[config.mk]
export PLATFORM = sky130hd
export DESIGN_NAME = bad_ctrl
export DESIGN_NICKNAME = d
export VERILOG_FILES = /design/src/hw/rtl/bad_pkg.sv /design/src/hw/rtl/bad_ctrl.sv
export SDC_FILE = /design/constraint.sdc
export NUM_CORES = 1
export LEC_CHECK = 0
export ABC_AREA = 1
export BUFFER_PORTS_ARGS = -buffer_cell sky130_fd_sc_hd__buf_2
export CELL_PAD_IN_SITES_DETAIL_PLACEMENT = 0
export CELL_PAD_IN_SITES_GLOBAL_PLACEMENT = 1
export CORE_ASPECT_RATIO = 0.9
export CORE_MARGIN = 8
export CORE_UTILIZATION = 33
export CTS_CLUSTER_DIAMETER = 150
export DETAILED_ROUTE_END_ITERATION = 8
export HOLD_SLACK_MARGIN = 0.1
export PLACE_DENSITY_LB_ADDON = 0.1
export SYNTH_ARGS = -nofsm -noshare
export SYNTH_HDL_FRONTEND = slang
export SYNTH_SLANG_ARGS = --single-unit
export TNS_END_PERCENT = 100
[constraint.sdc]
create_clock -name aclk -period 2.7 [get_ports aclk]
set_input_delay 0.54 -clock aclk [delete_from_list [all_inputs] [get_ports aclk]]
set_output_delay 0.54 -clock aclk [all_outputs]
set_load 0.02 [all_outputs]
[src/hw/rtl/bad_pkg.sv]
// bad_pkg: shared types and constants of the bounded array deque
`default_nettype none

package bad_pkg;

    // default sizes
    localparam int MAX_ELEMENTS_DEF = 256;
    localparam int ELEMENT_BITS_DEF = 32;

    // fixed port field widths
    localparam int OP_W      = 3;
    localparam int VALUE_W   = 32;
    localparam int POS_W     = 8;
    localparam int DATA_W    = 32;
    localparam int COUNT_W   = 9;
    localparam int STATUS_W  = 2;
    localparam int CAP_W     = 9;

    // capacity limit after reset
    localparam logic [CAP_W-1:0] CAP_RESET = 9'd256;

    // command codes
    typedef enum logic [OP_W-1:0] {
        OP_INS_HEAD  = 3'd0,
        OP_INS_TAIL  = 3'd1,
        OP_REM_HEAD  = 3'd2,
        OP_REM_TAIL  = 3'd3,
        OP_READ_POS  = 3'd4,
        OP_READ_TAIL = 3'd5
    } op_t;

    // result status codes
    typedef enum logic [STATUS_W-1:0] {
        ST_OK    = 2'd0,
        ST_FULL  = 2'd1,
        ST_EMPTY = 2'd2,
        ST_RANGE = 2'd3
    } status_t;

    // per-command result info from the control unit
    typedef struct packed {
        logic    rd;
        status_t status;
    } res_t;

endpackage

`default_nettype wire

[src/hw/rtl/bad_ctrl.sv]
// bad_ctrl: head pointer, count and capacity limit; memory address generation
`default_nettype none

module bad_ctrl
    import bad_pkg::*;
#(
    parameter int MAX_ELEMENTS = MAX_ELEMENTS_DEF,
    parameter int ELEMENT_BITS = ELEMENT_BITS_DEF,
    localparam int AW = $clog2(MAX_ELEMENTS),
    localparam int CW = $clog2(MAX_ELEMENTS + 1)
) (
    input  wire logic                    aclk,
    input  wire logic                    aresetn,
    input  wire logic                    cfg_wr_en,
    input  wire logic [CAP_W-1:0]        cfg_wr_data,
    input  wire logic                    accept,
    input  wire logic [OP_W-1:0]         op,
    input  wire logic [VALUE_W-1:0]      element_value,
    input  wire logic [POS_W-1:0]        position,
    output logic                         mem_en,
    output logic                         mem_we,
    output logic      [AW-1:0]           mem_addr,
    output logic      [ELEMENT_BITS-1:0] mem_wdata,
    output res_t                         res,
    output logic      [CW-1:0]           count_next
);

    localparam int LW = (CW > CAP_W) ? CW : CAP_W;
    localparam int PW = (CW > POS_W) ? CW : POS_W;
    localparam logic [AW:0] MAX_SUM = (AW + 1)'(MAX_ELEMENTS);
    localparam logic [AW-1:0] LAST_SLOT = AW'(MAX_ELEMENTS - 1);

    logic [AW-1:0]    head_reg, head_next;
    logic [CW-1:0]    count_reg;
    logic [CAP_W-1:0] cap_reg;

    logic [LW-1:0]           cap_w, lim_w;
    logic                    full, empty, pos_ok;
    logic [AW+POS_W-1:0]     pos_wide;
    logic [CW+AW-1:0]        cnt_wide, cntm1_wide;
    logic [ELEMENT_BITS+VALUE_W-1:0] val_wide;
    logic [AW-1:0]           pos_slot, tail_slot, last_slot, head_dec, head_inc;

    // ring slot of a logical position
    function automatic logic [AW-1:0] slot_of(input logic [AW-1:0] h,
                                              input logic [AW-1:0] p);
        logic [AW:0] s;
        s = {1'b0, h} + {1'b0, p};
        if (s >= MAX_SUM) begin
            s = s - MAX_SUM;
        end
        return s[AW-1:0];
    endfunction

    // limit in force and list conditions
    assign cap_w  = LW'(cap_reg);
    assign lim_w  = (cap_w > LW'(MAX_ELEMENTS)) ? LW'(MAX_ELEMENTS) : cap_w;
    assign full   = LW'(count_reg) >= lim_w;
    assign empty  = (count_reg == '0);
    assign pos_ok = PW'(position) < PW'(count_reg);

    // slot addresses
    assign pos_wide   = (AW + POS_W)'(position);
    assign cnt_wide   = (CW + AW)'(count_reg);
    assign cntm1_wide = (CW + AW)'(count_reg - CW'(1));
    assign pos_slot   = slot_of(head_reg, pos_wide[AW-1:0]);
    assign tail_slot  = slot_of(head_reg, cnt_wide[AW-1:0]);
    assign last_slot  = slot_of(head_reg, cntm1_wide[AW-1:0]);
    assign head_dec   = (head_reg == '0) ? LAST_SLOT : head_reg - AW'(1);
    assign head_inc   = slot_of(head_reg, AW'(1));

    // element word kept to the element width
    assign val_wide  = (ELEMENT_BITS + VALUE_W)'(element_value);
    assign mem_wdata = val_wide[ELEMENT_BITS-1:0];

    // command decode
    always_comb begin
        head_next  = head_reg;
        count_next = count_reg;
        mem_en     = 1'b0;
        mem_we     = 1'b0;
        mem_addr   = pos_slot;
        res.rd     = 1'b0;
        res.status = ST_OK;
        unique case (op)
            OP_INS_HEAD: begin
                if (full) begin
                    res.status = ST_FULL;
                end else begin
                    head_next  = head_dec;
                    count_next = count_reg + CW'(1);
                    mem_en     = 1'b1;
                    mem_we     = 1'b1;
                    mem_addr   = head_dec;
                end
            end
            OP_INS_TAIL: begin
                if (full) begin
                    res.status = ST_FULL;
                end else begin
                    count_next = count_reg + CW'(1);
                    mem_en     = 1'b1;
                    mem_we     = 1'b1;
                    mem_addr   = tail_slot;
                end
            end
            OP_REM_HEAD: begin
                if (empty) begin
                    res.status = ST_EMPTY;
                end else begin
                    head_next  = head_inc;
                    count_next = count_reg - CW'(1);
                end
            end
            OP_REM_TAIL: begin
                if (empty) begin
                    res.status = ST_EMPTY;
                end else begin
                    count_next = count_reg - CW'(1);
                end
            end
            OP_READ_POS: begin
                if (empty) begin
                    res.status = ST_EMPTY;
                end else if (!pos_ok) begin
                    res.status = ST_RANGE;
                end else begin
                    mem_en   = 1'b1;
                    mem_addr = pos_slot;
                    res.rd   = 1'b1;
                end
            end
            OP_READ_TAIL: begin
                if (empty) begin
                    res.status = ST_EMPTY;
                end else begin
                    mem_en   = 1'b1;
                    mem_addr = last_slot;
                    res.rd   = 1'b1;
                end
            end
            default: begin
                res.status = ST_OK;
            end
        endcase
        if (!accept) begin
            mem_en = 1'b0;
        end
    end

    // pointer, count and limit registers
    always_ff @(posedge aclk) begin
        if (!aresetn) begin
            head_reg  <= '0;
            count_reg <= '0;
            cap_reg   <= CAP_RESET;
        end else begin
            if (accept) begin
                head_reg  <= head_next;
                count_reg <= count_next;
            end
            if (cfg_wr_en) begin
                cap_reg <= cfg_wr_data;
            end
        end
    end

endmodule

`default_nettype wire
==> results of run 1 <==
==> worst min path at each step <==
stage,start,endpoint,slack (ns),cells after the start
global placement,cap_reg[8]$_SDFFE_PN1P_,cap_reg[8]$_SDFFE_PN1P_,0.58,3
floorplan,cap_reg[8]$_SDFFE_PN1P_,cap_reg[8]$_SDFFE_PN1P_,0.46,2
detailed placement,cap_reg[5]$_SDFFE_PN0P_,cap_reg[5]$_SDFFE_PN0P_,0.59,3
finish,cfg_wr_data[3],cap_reg[3]$_SDFFE_PN0P_,0.50,3
global route,cfg_wr_data[5],cap_reg[5]$_SDFFE_PN0P_,0.52,3
CTS,cfg_wr_data[7],cap_reg[7]$_SDFFE_PN0P_,0.50,3
==> Yosys cell counts (2+ instances only) <==
master	n	area share, %
nor2_2	3	0.46
o21ai_1	6	0.74
inv_1	66	6.1
nor2_4	3	0.83
xor2_1	15	3.2
xnor2_1	6	1.3
ha_1	42	13
nor4_1	2	0.31
nand4_1	26	4.0
o21ai_0	36	4.5
nor2_1	64	5.9
o21ai_2	2	0.43
inv_4	3	0.46
a21boi_0	2	0.37
fa_1	3	1.5
clkbuf_1	5	0.46
or2_2	4	0.62
buf_6	4	1.1
nor3_1	9	1.1
nand2_1	144	13
o21a_1	3	0.56
buf_4	35	6.5
a21oi_1	38	4.7
buf_2	6	0.74
o211ai_1	5	0.93
nand3_1	71	8.8
nand2_2	3	0.46
nand3_4	2	0.87
dfxtp_1	26	13
inv_2	2	0.19
nand3b_1	3	0.56
==> cells in the final DEF, fill, tap and decap left out, types with 8 or more instances in the layout <==
cell type  Yosys  final
xor2_1        15     15
nand3_2        1     20
nand4_1       26     26
buf_4         35     75
nand3_1       71     52
buf_2          6     28
ha_1          42     34
nor2_1        64     59
dfxtp_1       26     19
a21oi_1       38     31
nor3_1         9      8
nand2_2        3      9
nand2_1      144    134
buf_6          4     23
inv_1         66     62
o21ai_0       36     33
==> worst max-delay path: cells and delay by family, from the launching register on <==
family | cells | cell delay (ns)
AND/OR/NAND/NOR | 6 | 0.89
buffers and inverters | 4 | 0.47
AO/OA/AOI/OAI | 3 | 0.42
flip-flops | 1 | 0.33
adder cells (fa/ha/maj) | 1 | 0.28
==> cell type report <==
type | instances | area (µm²) | share of cell area (%)
sequential | 26 | 534.3 | 9.984
clock inverter | 1 | 30.03 | 0.5611
inverter | 74 | 304.0 | 5.682
tap | 160 | 200.2 | 3.741
multi-input combinational | 503 | 3226 | 60.28
timing repair buffer | 127 | 982.2 | 18.35
clock buffer | 3 | 75.07 | 1.403
==> per-stage QoR <==
stage               setup slack (ns)  util, %  hold WS, ns  area, µm²
floorplan                   0.003879        -       0.4607       4051
global placement             -0.3216    38.89       0.5792       4678
detailed placement           -0.3689    38.89       0.5858       4678
CTS                          -0.5853    40.52       0.4986       4875
global route                 -0.6333    44.49       0.5160       5351
finish                       -0.5040    44.49       0.4973       5351
==> per-layer routing <==
layer | global-route usage, % | routed length [µm]
met1 | 24.75 | 7109
met2 | 29.51 | 6843
met3 | 1.863 | 634
met4 | 3.756 | 224
met5 | 0 | 0
==> cells by family after synthesis <==
kind of cell	after synthesis	share of synthesized area (%)
adder cells (fa/ha/maj)	45	14.47
flip-flops	26	12.86
AND/OR/NAND/NOR	341	38.99
AO/OA/AOI/OAI	96	12.93
XOR/XNOR	21	4.546
buffers and inverters	125	16.20
==> power breakdown <==
part / switching, mW / internal, mW / total [mW]
combinational: 0.852 / 0.637 / 1.49
sequential: 0.0389 / 0.413 / 0.452
clock: 0.149 / 0.295 / 0.444
total: 1.04 / 1.35 / 2.38
==> what timing repair did <==
action,CTS,global route
endpoints found under the setup margin,22,32
resized for setup,20,108
hold buffers,0,0
setup buffers,2,6
endpoints found under the hold margin,0,0
pin swaps,12,31
==> summary.json, run 1 <==
{
  "endpoint": {"value": "mem_addr[0]"},
  "mappedNetlistArea": {"value": 4046, "unit": "µm²"},
  "grt_pass1_wl": {"value": 23.18, "unit": "mm"},
  "timing.clock.skew": {"value": 0.005556, "unit": "ns"},
  "cts_root_buf": {"value": "clkbuf_16"},
  "setup_violations": {"value": 20},
  "critPathArrivalTime": {"value": 2.66, "unit": "ns"},
  "pin_count_of_the_biggest_net_entering_global_routing": {"value": 17},
  "run_status": {"value": "complete, but fails checks"},
  "ioPinCount": {"value": 110},
  "grt.overflow.total": {"value": 0},
  "clock_sinks": {"value": 26},
  "worst_setup_path_startpoint": {"value": "cap_reg[0]$_SDFFE_PN0P_"},
  "core_area": {"value": 12030, "unit": "µm²"},
  "critical_path.reg2reg.endpoint": {"value": "head_reg[4]$_SDFFE_PN0P_"},
  "ir_worst_vdd": {"value": 0.2601, "unit": "mV"},
  "clock_path_buffers": {"value": 2},
  "total_iterations_of_the_first_detailed_routing_run": {"value": 5},
  "synth.yosys.warnings": {"value": 0},
  "ys_async_sr_fraction": {"value": 0, "unit": "%"},
  "startpoint_of_the_worst_slack_reg_to_reg_timing_path": {"value": "cap_reg[0]$_SDFFE_PN0P_"},
  "postLayoutSetupSlackWorst": {"value": -0.5040, "unit": "ns"},
  "p_leak": {"value": 2.729, "unit": "nW"},
  "area_delta_synth_final": {"value": 32.25, "unit": "%"},
  "report.power.total": {"value": 2.385, "unit": "mW"},
  "worstSetupPathType": {"value": "reg -> out"},
  "floorplan.die.height": {"value": 121.1, "unit": "µm"},
  "final_max_slew_viol_count": {"value": 0},
  "setup_crit_start_kind": {"value": "flip-flop"},
  "rows": {"value": 38},
  "total_nets_after_synthesis": {"value": 755},
  "cts-htree-levels": {"value": 1},
  "floorplan.die_area": {"value": 16070, "unit": "µm²"},
  "ys_seq_area_share": {"value": 12.86, "unit": "%"},
  "r2r_setup_slack": {"value": 0.14, "unit": "ns"},
  "post_route_insts_no_fill": {"value": 894},
  "ff2ff_path_depth": {"value": 14},
  "final.setup.tns": {"value": -8.475, "unit": "ns"},
  "vias_per_cell": {"value": 5.059},
  "global_route.usage.total": {"value": 17.91, "unit": "%"},
  "synthesis.area_per_instance": {"value": 6.187, "unit": "µm²"},
  "path_max_fanout": {"value": 8},
  "timing.final.hold_violations": {"value": 0},
  "max_freq": {"value": 312.1, "unit": "MHz"},
  "worst_path_max_delay_cell": {"value": "dfxtp_2"},
  "clock_tree_from_tritoncts": {"value": "built"},
  "drtAntennaViolNets": {"value": 0},
  "finalWorstPathRequiredPeriod": {"value": 3.204, "unit": "ns"},
  "final_nets": {"value": 836},
  "number_of_vias_after_detailed_routing": {"value": 4523},
  "wl": {"value": 14.81, "unit": "mm"},
  "portBuffers": {"value": 45},
  "worstPathRequired": {"value": 2.16, "unit": "ns"},
  "synthDistinctLibCells": {"value": 46},
  "remaining_drc_errors": {"value": 0},
  "critPathMaxStageDelay": {"value": 0.33, "unit": "ns"},
  "clk-insertion-delay-late": {"value": 0.26, "unit": "ns"},
  "cts_inserted_buffers": {"value": 3},
  "number_of_filler_instances_in_the_final_layout": {"value": 1255},
  "clk_transition_reported_paths": {"value": 0.07, "unit": "ns"},
  "synthFlopType": {"value": "dfxtp_1"},
  "synthesis.instances": {"value": 654},
  "dpl.cell_count": {"value": 883},
  "cell_by_cell_trace_of_the_critical_path": {"value": "nor4_4 -> a21o_2 -> nand2_1 -> ha_1 -> nand4_1 -> nor2_1 -> o21ai_2 -> buf_6 -> nand3_4 -> clkinv_4 -> buf_6 -> o211ai_1 -> nand3_1 -> buf_6"},
  "antenna-diode-count": {"value": 0},
  "drive_above_1_share": {"value": 31.20, "unit": "%"},
  "grt_pass1_vias": {"value": 4374},
  "failed_checks": {"value": "setup timing"},
  "count_of_state_elements_after_synthesis": {"value": 26},
  "maxCapViolCount": {"value": 0},
  "initial_utilization": {"value": 33.64, "unit": "%"},
  "grt_antenna_before_repair": {"value": 0},
  "endpoint_kind": {"value": "primary output"},
  "timing_worst_slew_pin_value": {"value": 0.5301, "unit": "ns"},
  "drt-wirelength-per-cell": {"value": 16.57, "unit": "µm"},
  "slew_headroom": {"value": 64.62, "unit": "%"},
  "fp.dieW": {"value": 132.7, "unit": "µm"},
  "critical_path.most_common_cell": {"value": "buf_6"},
  "grt_setup_unrepaired": {"value": "true"},
  "power_density_over_cell_area": {"value": 445.7, "unit": "nW/µm²"},
  "synth_enable_flop_cells": {"value": 0},
  "drt_iter0_markers": {"value": 228},
  "hold_path.class": {"value": "in -> reg"},
  "dp_hpwl": {"value": 11.82, "unit": "mm"},
  "globalplace.congestion": {"value": 0.9231},
  "share_of_the_clock_period_used_by_the_worst_path_after_layout": {"value": 118.7, "unit": "%"}
}
No activity file was read; power rests on OpenSTA's default activity.
==> run 2: changes to the inputs <==
--- a/config.mk
+++ b/config.mk
@@ -6,14 +6,13 @@
 export NUM_CORES = 1
 export LEC_CHECK = 0
 export ABC_AREA = 1
-export BUFFER_PORTS_ARGS = -buffer_cell sky130_fd_sc_hd__buf_2
 export CELL_PAD_IN_SITES_DETAIL_PLACEMENT = 0
 export CELL_PAD_IN_SITES_GLOBAL_PLACEMENT = 1
 export CORE_ASPECT_RATIO = 0.9
-export CORE_MARGIN = 8
-export CORE_UTILIZATION = 33
+export CORE_UTILIZATION = 45
 export CTS_CLUSTER_DIAMETER = 150
 export DETAILED_ROUTE_END_ITERATION = 8
+export DONT_BUFFER_PORTS = 1
 export HOLD_SLACK_MARGIN = 0.1
 export PLACE_DENSITY_LB_ADDON = 0.1
 export SYNTH_ARGS = -nofsm -noshare
==> constraint.sdc (replaced) <==
create_clock -name aclk -period 3.5 [get_ports aclk]
set_input_delay 0.7 -clock aclk [delete_from_list [all_inputs] [get_ports aclk]]
set_output_delay 0.7 -clock aclk [all_outputs]
set_load 0.02 [all_outputs]
==> summary.json, run 2 (same netlist as run 1, synthesis figures left out) <==
{
  "run_status": {"value": "completed"},
  "hold_path.class": {"value": "in -> reg"},
  "setup_crit_start_kind": {"value": "flip-flop"},
  "drt_iter0_markers": {"value": 332},
  "ir_worst_vdd": {"value": 0.1476, "unit": "mV"},
  "fp.dieW": {"value": 102.0, "unit": "µm"},
  "grt_pass1_wl": {"value": 19.94, "unit": "mm"},
  "post_route_insts_no_fill": {"value": 753},
  "share_of_the_clock_period_used_by_the_worst_path_after_layout": {"value": 95.26, "unit": "%"},
  "m2_gr_usage": {"value": 44.65, "unit": "%"},
  "drtAntennaViolNets": {"value": 0},
  "area_delta_synth_final": {"value": 5.195, "unit": "%"},
  "number_of_vias_after_detailed_routing": {"value": 4173},
  "ff2ff_path_depth": {"value": 13},
  "floorplan.die_area": {"value": 9376, "unit": "µm²"},
  "maxCapViolCount": {"value": 0},
  "critPathArrivalTime": {"value": 2.63, "unit": "ns"},
  "cts-htree-levels": {"value": 1},
  "max_freq": {"value": 299.9, "unit": "MHz"},
  "grt.overflow.total": {"value": 0},
  "clk_transition_reported_paths": {"value": 0.10, "unit": "ns"},
  "ioPinCount": {"value": 110},
  "wl": {"value": 12.39, "unit": "mm"},
  "drive_above_1_share": {"value": 13.72, "unit": "%"},
  "mostFrequentLayoutCells": {"value": "138 x nand2_1, 69 x nand3_1, 64 x inv_1, 62 x nor2_1"},
  "endpoint_kind": {"value": "primary output"},
  "clk-insertion-delay-late": {"value": 0.28, "unit": "ns"},
  "worst_hold_path.num_cells": {"value": 1},
  "global_route.usage.total": {"value": 27.26, "unit": "%"},
  "met1_usage": {"value": 37.45, "unit": "%"},
  "timing.final.hold_violations": {"value": 0},
  "min_delay_worst_endpoint": {"value": "cap_reg[8]$_SDFFE_PN1P_"},
  "rows": {"value": 32},
  "p_leak": {"value": 2.142, "unit": "nW"},
  "clock_tree_from_tritoncts": {"value": "built"},
  "timing.hold.worst.start": {"value": "cfg_wr_en"},
  "pin_count_of_the_biggest_net_entering_global_routing": {"value": 17},
  "vias_per_cell": {"value": 5.542},
  "antenna-diode-count": {"value": 0},
  "grt.met3_usage": {"value": 3.201, "unit": "%"},
  "grt_antenna_before_repair": {"value": 0},
  "finalWorstPathRequiredPeriod": {"value": 3.334, "unit": "ns"},
  "timing_worst_slew_pin_value": {"value": 0.5514, "unit": "ns"},
  "drt-wirelength-per-cell": {"value": 16.45, "unit": "µm"},
  "dp_hpwl": {"value": 9.777, "unit": "mm"},
  "final.setup.tns": {"value": 0, "unit": "ns"},
  "worstPathRequired": {"value": 2.80, "unit": "ns"},
  "clock_path_buffers": {"value": 2},
  "floorplan.die.height": {"value": 91.96, "unit": "µm"},
  "slew_headroom": {"value": 63.19, "unit": "%"},
  "total_iterations_of_the_first_detailed_routing_run": {"value": 5},
  "portBuffers": {"value": 0},
  "cts_root_buf": {"value": "clkbuf_8"},
  "globalplace.congestion": {"value": 0.9697},
  "dpl.cell_count": {"value": 745},
  "path_max_fanout": {"value": 8},
  "post_cts_hold_buffer_count": {"value": 0},
  "worstSetupPathType": {"value": "reg -> out"},
  "initial_utilization": {"value": 46.79, "unit": "%"},
  "final_nets": {"value": 736},
  "core_area": {"value": 8648, "unit": "µm²"},
  "clock_sinks": {"value": 26},
  "final_max_slew_viol_count": {"value": 0},
  "r2r_setup_slack": {"value": 0.95, "unit": "ns"},
  "timing.clock.skew": {"value": 0.005927, "unit": "ns"},
  "setup_violations": {"value": 0},
  "number_of_filler_instances_in_the_final_layout": {"value": 932},
  "critical_path.reg2reg.endpoint": {"value": "head_reg[6]$_SDFFE_PN0P_"},
  "power_density_over_cell_area": {"value": 341.1, "unit": "nW/µm²"},
  "top_usage_layer": {"value": "met2"},
  "remaining_drc_errors": {"value": 0},
  "grt_pass1_vias": {"value": 4012},
  "layout_commonest_cell": {"value": "nand2_1"},
  "layout.core_utilization": {"value": 49.22, "unit": "%"},
  "startpoint_of_the_worst_slack_reg_to_reg_timing_path": {"value": "cap_reg[7]$_SDFFE_PN0P_"},
  "cts_inserted_buffers": {"value": 3}
}
-- run 2: changes by cell type in the layout (fill, tap and decap cells not counted), moves of 4 or more --
cell | previous run | this run
buf_2 | 28 | 0
a21oi_2 | 7 | 2
nand2_1 | 134 | 138
nand3_1 | 52 | 69
nand3_2 | 20 | 3
buf_4 | 75 | 26
a21oi_1 | 31 | 37
nand2_4 | 5 | 1
buf_6 | 23 | 1
-- run 2: through the flow --
| step | hold slack (ns) | setup WS (ns) | instance area (µm²) | power (mW) |
|---|---|---|---|---|
| after floorplan | 0.4607 | 0.5930 | 4046 | 1.004 |
| after global placement | 0.5023 | 0.2563 | 4006 | 1.127 |
| after detailed placement | 0.5163 | 0.2486 | 4006 | 1.137 |
| after CTS | 0.5138 | 0.007121 | 4103 | 1.409 |
| after global routing | 0.5067 | -0.05260 | 4257 | 1.567 |
| final | 0.5191 | 0.1660 | 4257 | 1.452 |
-- run 2: power breakdown --
part	switching [mW]	leakage [nW]	internal, mW	total, mW
Clock	0.107	0.0357	0.153	0.260
Sequential	0.0422	0.216	0.318	0.361
Combinational	0.531	1.89	0.300	0.831
Total	0.680	2.14	0.772	1.45
-- run 2: how the worst max path moves through the flow --
stage                                  startpoint          end  depth (start not counted)
after detailed placement  cap_reg[0]$_SDFFE_PN0P_  mem_addr[7]                         13
after floorplan           cap_reg[4]$_SDFFE_PN0P_  mem_addr[5]                         13
after global routing      cap_reg[7]$_SDFFE_PN0P_  mem_addr[6]                         14
after global placement    cap_reg[0]$_SDFFE_PN0P_  mem_addr[5]                         13
final                     cap_reg[7]$_SDFFE_PN0P_  mem_addr[5]                         12
after CTS                 cap_reg[0]$_SDFFE_PN0P_  mem_addr[5]                         13
-- run 2: critical path: stages (launching register included) --
cell and delay, ns:
dfxtp_2 0.35, nor4_2 0.31, a21o_4 0.22, and2_4 0.14, ha_1 0.21, and3_4 0.17
o21ai_2 0.16, buf_6 0.13, nand3_4 0.11, inv_4 0.10, nand2_1 0.06, or2_1 0.26
nand3_2 0.13
-- run 2: cell type report --
type	instances	area (µm²)	share of cell area (%)
repair buffers	27	206.4	4.850
multi-input cells	503	3007	70.63
clock buffers	3	41.29	0.9700
clock inverters	1	30.03	0.7055
flip-flops and latches	26	528.0	12.40
inverters	74	295.3	6.937
well taps	119	148.9	3.498
-- run 2: layer usage --
metal,up-vias,wire [µm]
met5,-,0
met4,0,275
met3,38,623
met2,130,5667
met1,1904,5823
li1,2101,-
-- run 2: timing repair --
item / 4_1_cts / 5_1_grt
endpoints found under the setup margin: 8 / 17
gates resized for setup: 5 / 31
setup buffers: 1 / 3
pin swaps: 1 / 12
==> run 3: changes to the inputs <==
--- a/config.mk
+++ b/config.mk
@@ -5,11 +5,10 @@
 export SDC_FILE = /design/constraint.sdc
 export NUM_CORES = 1
 export LEC_CHECK = 0
-export ABC_AREA = 1
 export CELL_PAD_IN_SITES_DETAIL_PLACEMENT = 0
 export CELL_PAD_IN_SITES_GLOBAL_PLACEMENT = 1
 export CORE_ASPECT_RATIO = 0.9
-export CORE_UTILIZATION = 45
+export CORE_UTILIZATION = 46
 export CTS_CLUSTER_DIAMETER = 150
 export DETAILED_ROUTE_END_ITERATION = 8
 export DONT_BUFFER_PORTS = 1
==> summary.json, run 3 <==
{
  "run_status": {"value": "completed"},
  "global_route.usage.total": {"value": 27.14, "unit": "%"},
  "synthDistinctLibCells": {"value": 66},
  "worstSetupPathType": {"value": "reg -> out"},
  "clock_path_buffers": {"value": 2},
  "synth.yosys.warnings": {"value": 0},
  "drtAntennaViolNets": {"value": 0},
  "dpl_worst_slack": {"value": 0.06305, "unit": "ns"},
  "maxCapViolCount": {"value": 0},
  "drt-wirelength-per-cell": {"value": 19.28, "unit": "µm"},
  "power_density_over_cell_area": {"value": 346.8, "unit": "nW/µm²"},
  "drt_iter0_markers": {"value": 277},
  "setup_violations": {"value": 0},
  "ioPinCount": {"value": 110},
  "initial_utilization": {"value": 48.54, "unit": "%"},
  "slew_headroom": {"value": 45.00, "unit": "%"},
  "cell_type_with_the_largest_total_area_after_synthesis": {"value": "ha_1"},
  "setup_crit_start_kind": {"value": "flip-flop"},
  "clk-insertion-delay-late": {"value": 0.29, "unit": "ns"},
  "timing_worst_slew_pin_value": {"value": 0.8220, "unit": "ns"},
  "grt_setup_unrepaired": {"value": "true"},
  "startpoint_of_the_worst_slack_reg_to_reg_timing_path": {"value": "cap_reg[8]$_SDFFE_PN1P_"},
  "r2r_setup_slack": {"value": 0.77, "unit": "ns"},
  "synthesis.area_per_instance": {"value": 7.331, "unit": "µm²"},
  "total_iterations_of_the_first_detailed_routing_run": {"value": 5},
  "remaining_drc_errors": {"value": 0},
  "grt_pass1_wl": {"value": 18.44, "unit": "mm"},
  "synthTopCellsByArea": {"value": "ha_1 14%, dfxtp_1 14%, buf_4 6.6%, nor2_1 5.4%, a21oi_1 5.3%"},
  "rows": {"value": 30},
  "path_max_fanout": {"value": 4},
  "cts-htree-levels": {"value": 1},
  "synthFlopType": {"value": "dfxtp_1"},
  "placedInstanceArea": {"value": 3746, "unit": "µm²"},
  "critical_path.reg2reg.endpoint": {"value": "head_reg[4]$_SDFFE_PN0P_"},
  "worst_hold_path.num_cells": {"value": 1},
  "clock_sinks": {"value": 26},
  "crit_buf_inv": {"value": 3},
  "synth_enable_flop_cells": {"value": 0},
  "count_of_state_elements_after_synthesis": {"value": 26},
  "clock_tree_from_tritoncts": {"value": "built"},
  "layout_commonest_cell": {"value": "nor2_1"},
  "synthesis.instances": {"value": 512},
  "globalplace.congestion": {"value": 0.8947},
  "timing.hold.worst.start": {"value": "accept"},
  "yosys.cell_count.top_type": {"value": "nor2_1"},
  "min_delay_worst_endpoint": {"value": "count_reg[3]$_SDFFE_PN0P_"},
  "ir_worst_vdd": {"value": 0.1829, "unit": "mV"},
  "sequential_cell_area": {"value": 530.5, "unit": "µm²"},
  "grt_pass1_vias": {"value": 3586},
  "critPathArrivalTime": {"value": 2.74, "unit": "ns"},
  "fp.dieW": {"value": 97.22, "unit": "µm"},
  "mostFrequentLayoutCells": {"value": "54 x nor2_1, 44 x nand2_1, 38 x ha_1, 36 x a21oi_1, 33 x buf_4"},
  "antenna-diode-count": {"value": 0},
  "timing.final.hold_violations": {"value": 0},
  "critPathMaxStageDelay": {"value": 0.44, "unit": "ns"},
  "cts_root_buf": {"value": "clkbuf_8"},
  "final.setup.tns": {"value": 0, "unit": "ns"},
  "multi_input_area": {"value": 2908, "unit": "µm²"},
  "grt.overflow.total": {"value": 0},
  "share_of_the_clock_period_used_by_the_worst_path_after_layout": {"value": 98.36, "unit": "%"},
  "floorplan.die.height": {"value": 87.70, "unit": "µm"},
  "cell_by_cell_trace_of_the_critical_path": {"value": "inv_1 -> ha_4 -> buf_4 -> fa_1 -> inv_1 -> a21oi_1 -> o21bai_1 -> a21o_1 -> a21oi_1 -> xor2_1 -> o211ai_1"},
  "portBuffers": {"value": 0},
  "worstPathRequired": {"value": 2.80, "unit": "ns"},
  "final_nets": {"value": 600},
  "cpLargestDelayFamily": {"value": "compound AO/OA/AOI/OAI gates"},
  "pin_count_of_the_biggest_net_entering_global_routing": {"value": 23},
  "number_of_filler_instances_in_the_final_layout": {"value": 764},
  "dp_hpwl": {"value": 8.913, "unit": "mm"},
  "floorplan.die_area": {"value": 8526, "unit": "µm²"},
  "max_freq": {"value": 290.5, "unit": "MHz"},
  "drive_above_1_share": {"value": 16.67, "unit": "%"},
  "final_max_slew_viol_count": {"value": 0},
  "number_of_vias_after_detailed_routing": {"value": 3748},
  "clk_transition_reported_paths": {"value": 0.11, "unit": "ns"},
  "finalWorstPathRequiredPeriod": {"value": 3.443, "unit": "ns"},
  "post_cts_hold_buffer_count": {"value": 0},
  "synthDominantCellAreaShare": {"value": 14.00, "unit": "%"},
  "wl": {"value": 11.45, "unit": "mm"},
  "worst_path_max_delay_cell": {"value": "fa_1"},
  "post-route-cell-area": {"value": 4009, "unit": "µm²"},
  "grt_antenna_before_repair": {"value": 0},
  "timing.clock.skew": {"value": 0.005345, "unit": "ns"},
  "core_area": {"value": 7732, "unit": "µm²"},
  "area_delta_synth_final": {"value": 6.800, "unit": "%"},
  "hold_path.class": {"value": "in -> reg"},
  "worst_setup_path_startpoint": {"value": "count_reg[1]$_SDFFE_PN0P_"},
  "vias_per_cell": {"value": 6.310},
  "ys_async_sr_fraction": {"value": 0, "unit": "%"},
  "total_nets_after_synthesis": {"value": 613},
  "layout.core_utilization": {"value": 51.84, "unit": "%"},
  "p_leak": {"value": 1.682, "unit": "nW"},
  "synth_top_cells_by_count": {"value": "54 x nor2_1, 46 x nand2_1, 42 x ha_1, 40 x a21oi_1, 33 x buf_4"},
  "ff2ff_path_depth": {"value": 10},
  "ys_seq_area_share": {"value": 13.87, "unit": "%"},
  "postLayoutSetupSlackWorst": {"value": 0.05731, "unit": "ns"},
  "cts_inserted_buffers": {"value": 3},
  "endpoint_kind": {"value": "primary output"},
  "mappedNetlistArea": {"value": 3754, "unit": "µm²"}
}
==> run 3: cell type report <==
cell class	count	area share, %
multi-input combinational	405	72.53
sequential	26	13.23
timing repair buffer	35	6.586
tap	96	2.996
inverter	28	2.871
clock buffer	3	1.030
clock inverter	1	0.7491
==> run 3: routing by layer <==
layer,vias up,wire length [µm],global-route usage (%)
li1,1811,-,-
met1,1735,5365,37.40
met2,170,4952,43.73
met3,32,931,4.629
met4,0,204,8.289
met5,-,0,0
==> run 3: through the flow <==
stage	std cells	hold slack (ns)	power (mW)
6_report	594	0.4771	1.390
5_1_grt	594	0.4822	1.489
4_1_cts	591	0.4817	1.363
3_5_place_dp	583	0.4903	1.075
3_3_place_gp	583	0.4833	1.073
2_1_floorplan	512	0.4520	0.9492
==> run 3: worst max path at each step <==
| stage | end | slack [ns] | depth (start not counted) |
|---|---|---|---|
| global route | count_next[5] | -0.04 | 10 |
| detailed placement | mem_addr[3] | 0.06 | 13 |
| CTS | mem_addr[3] | -0.008 | 12 |
| floorplan | mem_en | 0.1 | 7 |
| global placement | count_next[4] | 0.13 | 11 |
| finish | mem_addr[6] | 0.06 | 11 |
==> run 3: cells by family after synthesis <==
kind of cell               Yosys count  synth area share [%]
DFF                                 26                 13.87
and+or+nand+nor                    166                 21.03
buffers and inverters               81                 11.80
xor gates and xnor gates            28                 6.533
muxes                               13                 3.500
adders and majority gates           45                 15.60
AOI/OAI and AO/OA                  153                 27.67
==> run 3: what timing repair did <==
action                                  CTS  global route
cloned                                    0             1
resized for setup                        10            24
buffers inserted                          4             2
endpoints found under the setup margin   15            17
pin swaps                                 2            10
==> run 3: where the power goes <==
group	internal, mW	total [mW]	switching [mW]
logic	0.317	0.774	0.457
clock network	0.154	0.269	0.115
registers	0.316	0.347	0.0318
total	0.787	1.39	0.604
